[config.mk]
export PLATFORM = sky130hd
export DESIGN_NAME = firmware_update_receiver_crc32
export DESIGN_NICKNAME = d
export VERILOG_FILES = /design/src/rtl/fwu_pkg.sv /design/src/rtl/fwu_fifo.sv /design/src/rtl/fwu_front.sv /design/src/rtl/fwu_back.sv /design/src/rtl/firmware_update_receiver_crc32.sv
export SDC_FILE = /design/constraint.sdc
export NUM_CORES = 1
export LEC_CHECK = 0
export BUFFER_PORTS_ARGS = -buffer_cell sky130_fd_sc_hd__buf_2
export CAP_MARGIN = 20
export CELL_PAD_IN_SITES_DETAIL_PLACEMENT = 1
export CELL_PAD_IN_SITES_GLOBAL_PLACEMENT = 2
export CORE_MARGIN = 2
export CORE_UTILIZATION = 44
export DETAILED_ROUTE_END_ITERATION = 8
export GPL_TIMING_DRIVEN = 0
export HOLD_SLACK_MARGIN = 0.06
export PLACE_DENSITY = 0.93
export SYNTH_ARGS = -nofsm -noshare
export SYNTH_HDL_FRONTEND = slang
export SYNTH_SLANG_ARGS = --single-unit
export TNS_END_PERCENT = 30
[constraint.sdc]
create_clock -name clk -period 27.5 [get_ports clk]
set_input_delay 1.375 -clock clk [delete_from_list [all_inputs] [get_ports clk]]
set_output_delay 1.375 -clock clk [all_outputs]
set_load 0.05 [all_outputs]
[src/rtl/fwu_pkg.sv]
// shared types, codes and crc helper for the firmware update receiver
package fwu_pkg;

  // crc-32 constants, msb first
  localparam logic [31:0] CRC_POLY = 32'h04C11DB7;
  localparam logic [31:0] CRC_ONES = 32'hFFFFFFFF;

  // configuration register indexes
  localparam logic [3:0] REG_UPDATE_COMMAND = 4'd0;
  localparam logic [3:0] REG_IMAGE_BASE     = 4'd1;

  // result action codes
  typedef enum logic [2:0] {
    ACT_BEGIN  = 3'd0,
    ACT_CHUNK  = 3'd1,
    ACT_OK     = 3'd2,
    ACT_CRCERR = 3'd3,
    ACT_ABORT  = 3'd4
  } action_t;

  // byte classes handed from front to back
  typedef enum logic [1:0] {
    OP_BEGIN = 2'd0,
    OP_CHUNK = 2'd1,
    OP_CRC   = 2'd2,
    OP_ABORT = 2'd3
  } op_kind_t;

  typedef struct packed {
    op_kind_t   kind;
    logic [7:0] data;
    logic [2:0] idx;
    logic       last;
  } op_t;

  typedef struct packed {
    action_t     action;
    logic [31:0] flash_address;
    logic [63:0] chunk_data;
    logic [31:0] image_size;
    logic [31:0] computed_crc;
    logic        error_reported;
  } result_t;

  // one byte through the crc register
  function automatic logic [31:0] crc32_byte(input logic [31:0] crc_in,
                                             input logic [7:0] b);
    logic [31:0] c;
    c = crc_in ^ {b, 24'h000000};
    for (int k = 0; k < 8; k++) begin
      c = c[31] ? ((c << 1) ^ CRC_POLY) : (c << 1);
    end
    return c;
  endfunction

endpackage

[src/rtl/fwu_fifo.sv]
// small first-word-fall-through queue
module fwu_fifo #(
  parameter int WIDTH = 8,
  parameter int DEPTH = 2
) (
  input  logic             clk,
  input  logic             rst,
  input  logic             push,
  input  logic [WIDTH-1:0] din,
  output logic             full,
  input  logic             pop,
  output logic [WIDTH-1:0] dout,
  output logic             empty
);
  localparam int AW = (DEPTH > 1) ? $clog2(DEPTH) : 1;

  logic [WIDTH-1:0] mem [DEPTH];
  logic [AW-1:0]    wr_ptr;
  logic [AW-1:0]    rd_ptr;
  logic [AW:0]      count;
  logic             do_push;
  logic             do_pop;

  assign full    = (count == (AW+1)'(DEPTH));
  assign empty   = (count == '0);
  assign do_push = push && !full;
  assign do_pop  = pop && !empty;
  assign dout    = mem[rd_ptr];

  // storage
  always_ff @(posedge clk) begin
    if (do_push) begin
      mem[wr_ptr] <= din;
    end
  end

  // pointers and fill count
  always_ff @(posedge clk) begin
    if (rst) begin
      wr_ptr <= '0;
      rd_ptr <= '0;
      count  <= '0;
    end else begin
      if (do_push) begin
        wr_ptr <= (wr_ptr == AW'(DEPTH-1)) ? '0 : wr_ptr + 1'b1;
      end
      if (do_pop) begin
        rd_ptr <= (rd_ptr == AW'(DEPTH-1)) ? '0 : rd_ptr + 1'b1;
      end
      count <= count + (AW+1)'(do_push) - (AW+1)'(do_pop);
    end
  end
endmodule

[src/rtl/fwu_front.sv]
// protocol parser: tracks phase and byte position, classifies each byte
module fwu_front #(
  parameter int CHUNK_BYTES = 8
) (
  input  logic           clk,
  input  logic           rst,
  input  logic           accept,
  input  logic [7:0]     rx_byte,
  input  logic           rx_error,
  input  logic [7:0]     update_command,
  output logic           op_push,
  output fwu_pkg::op_t   op
);
  typedef enum logic [1:0] {
    PH_IDLE,
    PH_SIZE,
    PH_CHUNK,
    PH_CRC
  } phase_t;

  phase_t      phase;
  logic [2:0]  byte_index;
  logic [31:0] expected_size;
  logic [31:0] written_count;

  logic [31:0] size_next;
  logic [32:0] total;
  logic        chunk_last;

  assign size_next  = expected_size | ({24'h000000, rx_byte} << {byte_index[1:0], 3'b000});
  assign total      = {1'b0, written_count} + 33'(CHUNK_BYTES);
  assign chunk_last = (byte_index == 3'(CHUNK_BYTES-1));

  // classify the accepted byte
  always_comb begin
    op_push = 1'b0;
    op.kind = fwu_pkg::OP_BEGIN;
    op.data = rx_byte;
    op.idx  = byte_index;
    op.last = 1'b0;
    if (accept) begin
      case (phase)
        PH_IDLE: begin
          op_push = (rx_byte == update_command);
        end
        PH_CHUNK: begin
          op_push = 1'b1;
          if (rx_error) begin
            op.kind = fwu_pkg::OP_ABORT;
          end else begin
            op.kind = fwu_pkg::OP_CHUNK;
            op.last = chunk_last;
          end
        end
        PH_CRC: begin
          op_push = 1'b1;
          op.kind = fwu_pkg::OP_CRC;
          op.last = (byte_index == 3'd3);
        end
        default: begin
          op_push = 1'b0;
        end
      endcase
    end
  end

  // phase and position tracking
  always_ff @(posedge clk) begin
    if (rst) begin
      phase         <= PH_IDLE;
      byte_index    <= '0;
      expected_size <= '0;
      written_count <= '0;
    end else if (accept) begin
      case (phase)
        PH_IDLE: begin
          if (rx_byte == update_command) begin
            phase         <= PH_SIZE;
            byte_index    <= '0;
            expected_size <= '0;
            written_count <= '0;
          end
        end
        PH_SIZE: begin
          expected_size <= size_next;
          if (byte_index == 3'd3) begin
            byte_index <= '0;
            phase      <= (size_next == '0) ? PH_CRC : PH_CHUNK;
          end else begin
            byte_index <= byte_index + 3'd1;
          end
        end
        PH_CHUNK: begin
          if (rx_error) begin
            phase         <= PH_IDLE;
            byte_index    <= '0;
            expected_size <= '0;
            written_count <= '0;
          end else if (chunk_last) begin
            written_count <= total[31:0];
            byte_index    <= '0;
            if (total >= {1'b0, expected_size}) begin
              phase <= PH_CRC;
            end
          end else begin
            byte_index <= byte_index + 3'd1;
          end
        end
        default: begin
          if (byte_index == 3'd3) begin
            byte_index <= '0;
            phase      <= PH_IDLE;
          end else begin
            byte_index <= byte_index + 3'd1;
          end
        end
      endcase
    end
  end
endmodule

[src/rtl/fwu_back.sv]
// executor: crc, chunk assembly, address generation and result forming
module fwu_back #(
  parameter int CHUNK_BYTES = 8
) (
  input  logic              clk,
  input  logic              rst,
  input  logic              op_valid,
  input  fwu_pkg::op_t      op,
  output logic              op_pop,
  input  logic              res_full,
  output logic              res_push,
  output fwu_pkg::result_t  res,
  input  logic [31:0]       image_base_address
);
  logic [31:0] running_crc;
  logic [31:0] written_count;
  logic [31:0] received_crc;
  logic        chunks_written_flag;
  logic [63:0] chunk_buffer;

  logic        go;
  logic [31:0] crc_next;
  logic [63:0] buf_next;
  logic [31:0] rcrc_next;
  logic [31:0] fin;
  logic        crc_match;

  assign go        = op_valid && !res_full;
  assign op_pop    = go;
  assign crc_next  = fwu_pkg::crc32_byte(running_crc, op.data);
  assign buf_next  = ((op.idx == 3'd0) ? 64'h0 : chunk_buffer)
                   | ({56'h0, op.data} << {op.idx, 3'b000});
  assign rcrc_next = received_crc | ({24'h000000, op.data} << {op.idx[1:0], 3'b000});
  assign fin       = running_crc ^ fwu_pkg::CRC_ONES;
  assign crc_match = (fin == rcrc_next);

  // result for the op at the head of the queue
  always_comb begin
    res          = '0;
    res.action   = fwu_pkg::ACT_BEGIN;
    res_push     = 1'b0;
    case (op.kind)
      fwu_pkg::OP_BEGIN: begin
        res_push = go;
      end
      fwu_pkg::OP_CHUNK: begin
        res_push          = go && op.last;
        res.action        = fwu_pkg::ACT_CHUNK;
        res.flash_address = image_base_address + written_count;
        res.chunk_data    = buf_next;
      end
      fwu_pkg::OP_CRC: begin
        res_push         = go && op.last;
        res.computed_crc = fin;
        if (crc_match) begin
          res.action     = fwu_pkg::ACT_OK;
          res.image_size = written_count;
        end else begin
          res.action         = fwu_pkg::ACT_CRCERR;
          res.error_reported = chunks_written_flag;
        end
      end
      default: begin
        res_push   = go;
        res.action = fwu_pkg::ACT_ABORT;
      end
    endcase
  end

  // chunk assembly buffer
  always_ff @(posedge clk) begin
    if (go && op.kind == fwu_pkg::OP_CHUNK) begin
      chunk_buffer <= buf_next;
    end
  end

  // crc and count state
  always_ff @(posedge clk) begin
    if (rst) begin
      running_crc         <= fwu_pkg::CRC_ONES;
      written_count       <= '0;
      received_crc        <= '0;
      chunks_written_flag <= 1'b0;
    end else if (go) begin
      case (op.kind)
        fwu_pkg::OP_BEGIN: begin
          running_crc   <= fwu_pkg::CRC_ONES;
          written_count <= '0;
          received_crc  <= '0;
        end
        fwu_pkg::OP_CHUNK: begin
          running_crc <= crc_next;
          if (op.last) begin
            written_count       <= written_count + 32'(CHUNK_BYTES);
            chunks_written_flag <= 1'b1;
          end
        end
        fwu_pkg::OP_CRC: begin
          received_crc <= rcrc_next;
          if (op.last) begin
            chunks_written_flag <= 1'b0;
            if (crc_match) begin
              running_crc   <= fwu_pkg::CRC_ONES;
              written_count <= '0;
              received_crc  <= '0;
            end
          end
        end
        default: begin
          running_crc         <= fwu_pkg::CRC_ONES;
          written_count       <= '0;
          received_crc        <= '0;
          chunks_written_flag <= 1'b0;
        end
      endcase
    end
  end
endmodule

[src/rtl/firmware_update_receiver_crc32.sv]
// top level of the firmware update receiver with crc-32 image check
// a byte's result is registered in the op queue and then in the result queue before it reaches the result ports
// throughput: one byte per cycle while the queues are not full; the byte-wide crc update in the back end sets it
// two-entry queues sit between parser and executor and before the result ports
// reset: synchronous, active high; empties both queues, returns to idle, clears registers but not the chunk buffer
module firmware_update_receiver_crc32 #(
  parameter int CHUNK_BYTES = 8
) (
  input  logic        clk,
  input  logic        rst,
  input  logic        push,
  output logic        full,
  input  logic [7:0]  rx_byte,
  input  logic        rx_error,
  output logic        empty,
  input  logic        pop,
  output logic [2:0]  action,
  output logic [31:0] flash_address,
  output logic [63:0] chunk_data,
  output logic [31:0] image_size,
  output logic [31:0] computed_crc,
  output logic        error_reported,
  input  logic        cfg_valid,
  output logic        cfg_ready,
  input  logic [3:0]  cfg_index,
  input  logic [31:0] cfg_data
);
  localparam int OP_W  = $bits(fwu_pkg::op_t);
  localparam int RES_W = $bits(fwu_pkg::result_t);

  logic [7:0]  update_command;
  logic [31:0] image_base_address;

  logic              accept;
  logic              op_push;
  fwu_pkg::op_t      op_in;
  fwu_pkg::op_t      op_head;
  logic              op_empty;
  logic              op_pop;
  logic              res_push;
  logic              res_full;
  fwu_pkg::result_t  res_in;
  fwu_pkg::result_t  res_head;

  assign cfg_ready = 1'b1;
  assign accept    = push && !full;

  // configuration registers
  always_ff @(posedge clk) begin
    if (rst) begin
      update_command     <= '0;
      image_base_address <= '0;
    end else if (cfg_valid && cfg_ready) begin
      case (cfg_index)
        fwu_pkg::REG_UPDATE_COMMAND: update_command     <= cfg_data[7:0];
        fwu_pkg::REG_IMAGE_BASE:     image_base_address <= cfg_data;
        default: ;
      endcase
    end
  end

  fwu_front #(.CHUNK_BYTES(CHUNK_BYTES)) u_front (
    .clk            (clk),
    .rst            (rst),
    .accept         (accept),
    .rx_byte        (rx_byte),
    .rx_error       (rx_error),
    .update_command (update_command),
    .op_push        (op_push),
    .op             (op_in)
  );

  fwu_fifo #(.WIDTH(OP_W), .DEPTH(2)) u_op_q (
    .clk   (clk),
    .rst   (rst),
    .push  (op_push),
    .din   (op_in),
    .full  (full),
    .pop   (op_pop),
    .dout  (op_head),
    .empty (op_empty)
  );

  fwu_back #(.CHUNK_BYTES(CHUNK_BYTES)) u_back (
    .clk                (clk),
    .rst                (rst),
    .op_valid           (!op_empty),
    .op                 (op_head),
    .op_pop             (op_pop),
    .res_full           (res_full),
    .res_push           (res_push),
    .res                (res_in),
    .image_base_address (image_base_address)
  );

  fwu_fifo #(.WIDTH(RES_W), .DEPTH(2)) u_res_q (
    .clk   (clk),
    .rst   (rst),
    .push  (res_push),
    .din   (res_in),
    .full  (res_full),
    .pop   (pop),
    .dout  (res_head),
    .empty (empty)
  );

  // result ports
  assign action         = res_head.action;
  assign flash_address  = res_head.flash_address;
  assign chunk_data     = res_head.chunk_data;
  assign image_size     = res_head.image_size;
  assign computed_crc   = res_head.computed_crc;
  assign error_reported = res_head.error_reported;
endmodule

==> run metrics <==
status completed; DRC 0; fin cells 3646; CP max FO 10; pre-CTS WS 22600 ps; largest net degree at the start of global routing 62; number of distinct library cells after synthesis 60; Yosys top cell by area edfxtp_1; Worst path max stage delay 750 ps; HPWL Detailed 64400 um; Rows 93; Hold Slack 463 ps; maximum vdd drop 0.0000580 V; DIE AREA 67400 um2; R2R depth 13; Fmax 198 MHz; ANT cells 0; GPL Wtd Cong 0.916; final core utilization 0.517; highest-count cells in the layout ignoring fill and taps edfxtp_1, nor2_1, buf_2; initial antenna violation count 5; Slew Limit Fails 0; final setup violating endpoints 0; # nets final 2855; Clock Tree Buf Depth 3; DR vias/cell 5.75; GRT Total Usage 0.262; H-tree level count 3; Worst slew margin 0.197; Synth area leaders edfxtp_1, dfxtp_1, mux2_2; vias in the first global route 22100; PortBufs 215; R2R Path End u_back.chunk_buffer[15]; Design Area, Final 33300 um2; Synth Flop Type edfxtp_1; register area share after synthesis 0.581; power per cell area 99.2 nW/um2; layout cells sized above 1 0.195; most used cell, CP clkbuf_1; Clk pin slew, worst setup/hold paths 60 ps; commonest non-fill, non-tap cell in the layout edfxtp_1; Syn Area/Cell 11.8 um2; DRT antenna net count 0; TNS Setup 0 ps; fin crit share 0.184; register bit total from synthesis 626; Max-Cap Viols 0; via count 21000; endpoints failing hold 0; delay-heaviest family, CP buffers and inverters; WL final 88800 um; Starting Density 0.446; endpoint type of the worst setup path output port; CP startpoint kind flip-flop; crit-path cells clkbuf_1, clkbuf_2, clkbuf_1, mux2_2, buf_2; setup ws final 22450 ps; RSZ-0062 raised after global routing false; Tot Pwr 3.31 mW; Mapped Cells 2435; root buffer cell clkbuf_16; EDFF count, synth 416; Die H 260 um; Inst Count DP 3518; data required time of the critical path 26120 ps; router iterations before antenna repair 5; post-cts hold buffer count 0; mapped cell area 28700 um2; WL per Instance 24.4 um; Core ar. 64500 um2; Area growth, synth to finish 16.0%; Clock Latency Late Sink 630 ps; final global-route overflow total 0; Worst path slowest cell clkbuf_2; arrival time of the worst setup path 3670 ps; Period minus WS final 5050 ps; total clock sinks 626; slew of the pin with the lowest slew margin 1170 ps; first-pass GRT wire length 135000 um; CTS tree built; die span in x 260 um; P_leak 12.3 nW; TritonCTS buffer count 69; Post-synth ARST share 0; Crit Path Category reg -> out; CP Capture Point chunk_data[63]; number of setup buffers added after CTS 0; Critical Path Stages 5; WP buf/inv 4; post-CTS resize count 0; hold crit path type reg -> reg; post-synth top area share 0.435; setup slack, reg-to-reg 22510 ps; clk_skew 32.1 ps; area post-placement 31100 um2; num ports 217; Yosys Warn Count 0; initial DRC count 1470
[worst min-delay path, delay by kind of cell (launching register included)]
family             cells  cell delay, ps
AOI/OAI and AO/OA      1              60
and+or+nand+nor        1              50
DFF                    1             300
[worst min-delay path by stage]
stage                                        end                   start  depth (start not counted)
final                      image_base_address[2]   image_base_address[2]                          2
after global routing      image_base_address[26]  image_base_address[26]                          2
after CTS                  image_base_address[2]   image_base_address[2]                          2
after detailed placement   image_base_address[2]   image_base_address[2]                          2
after global placement     image_base_address[0]   image_base_address[0]                          2
after floorplan            image_base_address[0]   image_base_address[0]                          2
[area by class of cell]
class / instances / area, um2
timing repair buffer: 227 / 1300
tap: 855 / 1070
clock buffer: 94 / 1880
buffer: 141 / 558
fill: 6850 / 31100
sequential: 626 / 16700
multi-input combinational: 1610 / 11300
inverter: 59 / 221
clock inverter: 34 / 320
[power by group]
part	switching [mW]	internal [mW]	total (mW)
Clock	0.392	0.515	0.907
Sequential	0.0523	1.18	1.23
Combinational	0.859	0.309	1.17
[state kept, by name, indices dropped and copies added (netlist names), 2 cells and up, named ones only]
register and count:
u_res_q.mem 324, u_op_q.mem 28, u_front.expected_size 32, u_op_q.count 2, u_back.chunk_buffer 64, update_command 8
u_front.byte_index 3, u_front.written_count 29, u_back.running_crc 32, u_back.written_count 29, image_base_address 32, u_res_q.count 2
u_back.received_crc 32, u_front.phase 2
[cell families (layout without fill, tap and decap cells)]
family / count (synthesis) / after routing / share of synthesized area
and+or+nand+nor: 812 / 812 / 0.154
adders and majority gates: 71 / 71 / 0.0309
DFF: 626 / 626 / 0.581
other: 2 / 3 / 0.000261
buffers and inverters: 200 / 555 / 0.0271
xor gates and xnor gates: 149 / 149 / 0.0454
muxes: 186 / 186 / 0.0719
AOI/OAI and AO/OA: 389 / 389 / 0.0890
[routing by layer]
metal	up-vias	routed length [um]	global-route usage
met5	-	0	0
met4	0	2910	0.0942
met3	152	4380	0.0342
met2	587	44400	0.455
met1	10600	37100	0.336
li1	9574	-	-
[cells in the mapped netlist, types with 5 or more instances]
master / count
edfxtp_1: 416
nor2_1: 230
dfxtp_1: 210
mux2_2: 163
clkbuf_1: 125
a21oi_1: 120
xnor2_1: 117
nand2_1: 110
and2_1: 76
nor4_1: 76
ha_1: 71
o21ai_0: 70
inv_1: 58
and3_1: 57
a22oi_1: 49
a22o_1: 48
nor2b_1: 44
or2_2: 35
o31a_1: 32
xor2_1: 32
nand3_1: 29
nand4_1: 27
nor3_1: 27
a21o_1: 26
and4b_1: 24
mux2i_1: 23
nor4bb_1: 22
or3_1: 14
and4_1: 12
buf_2: 10
o21a_1: 9
a211oi_1: 8
nor4b_1: 8
nor3b_1: 7
nand3b_1: 5
Note: power is estimated with default switching activity, not from simulation.
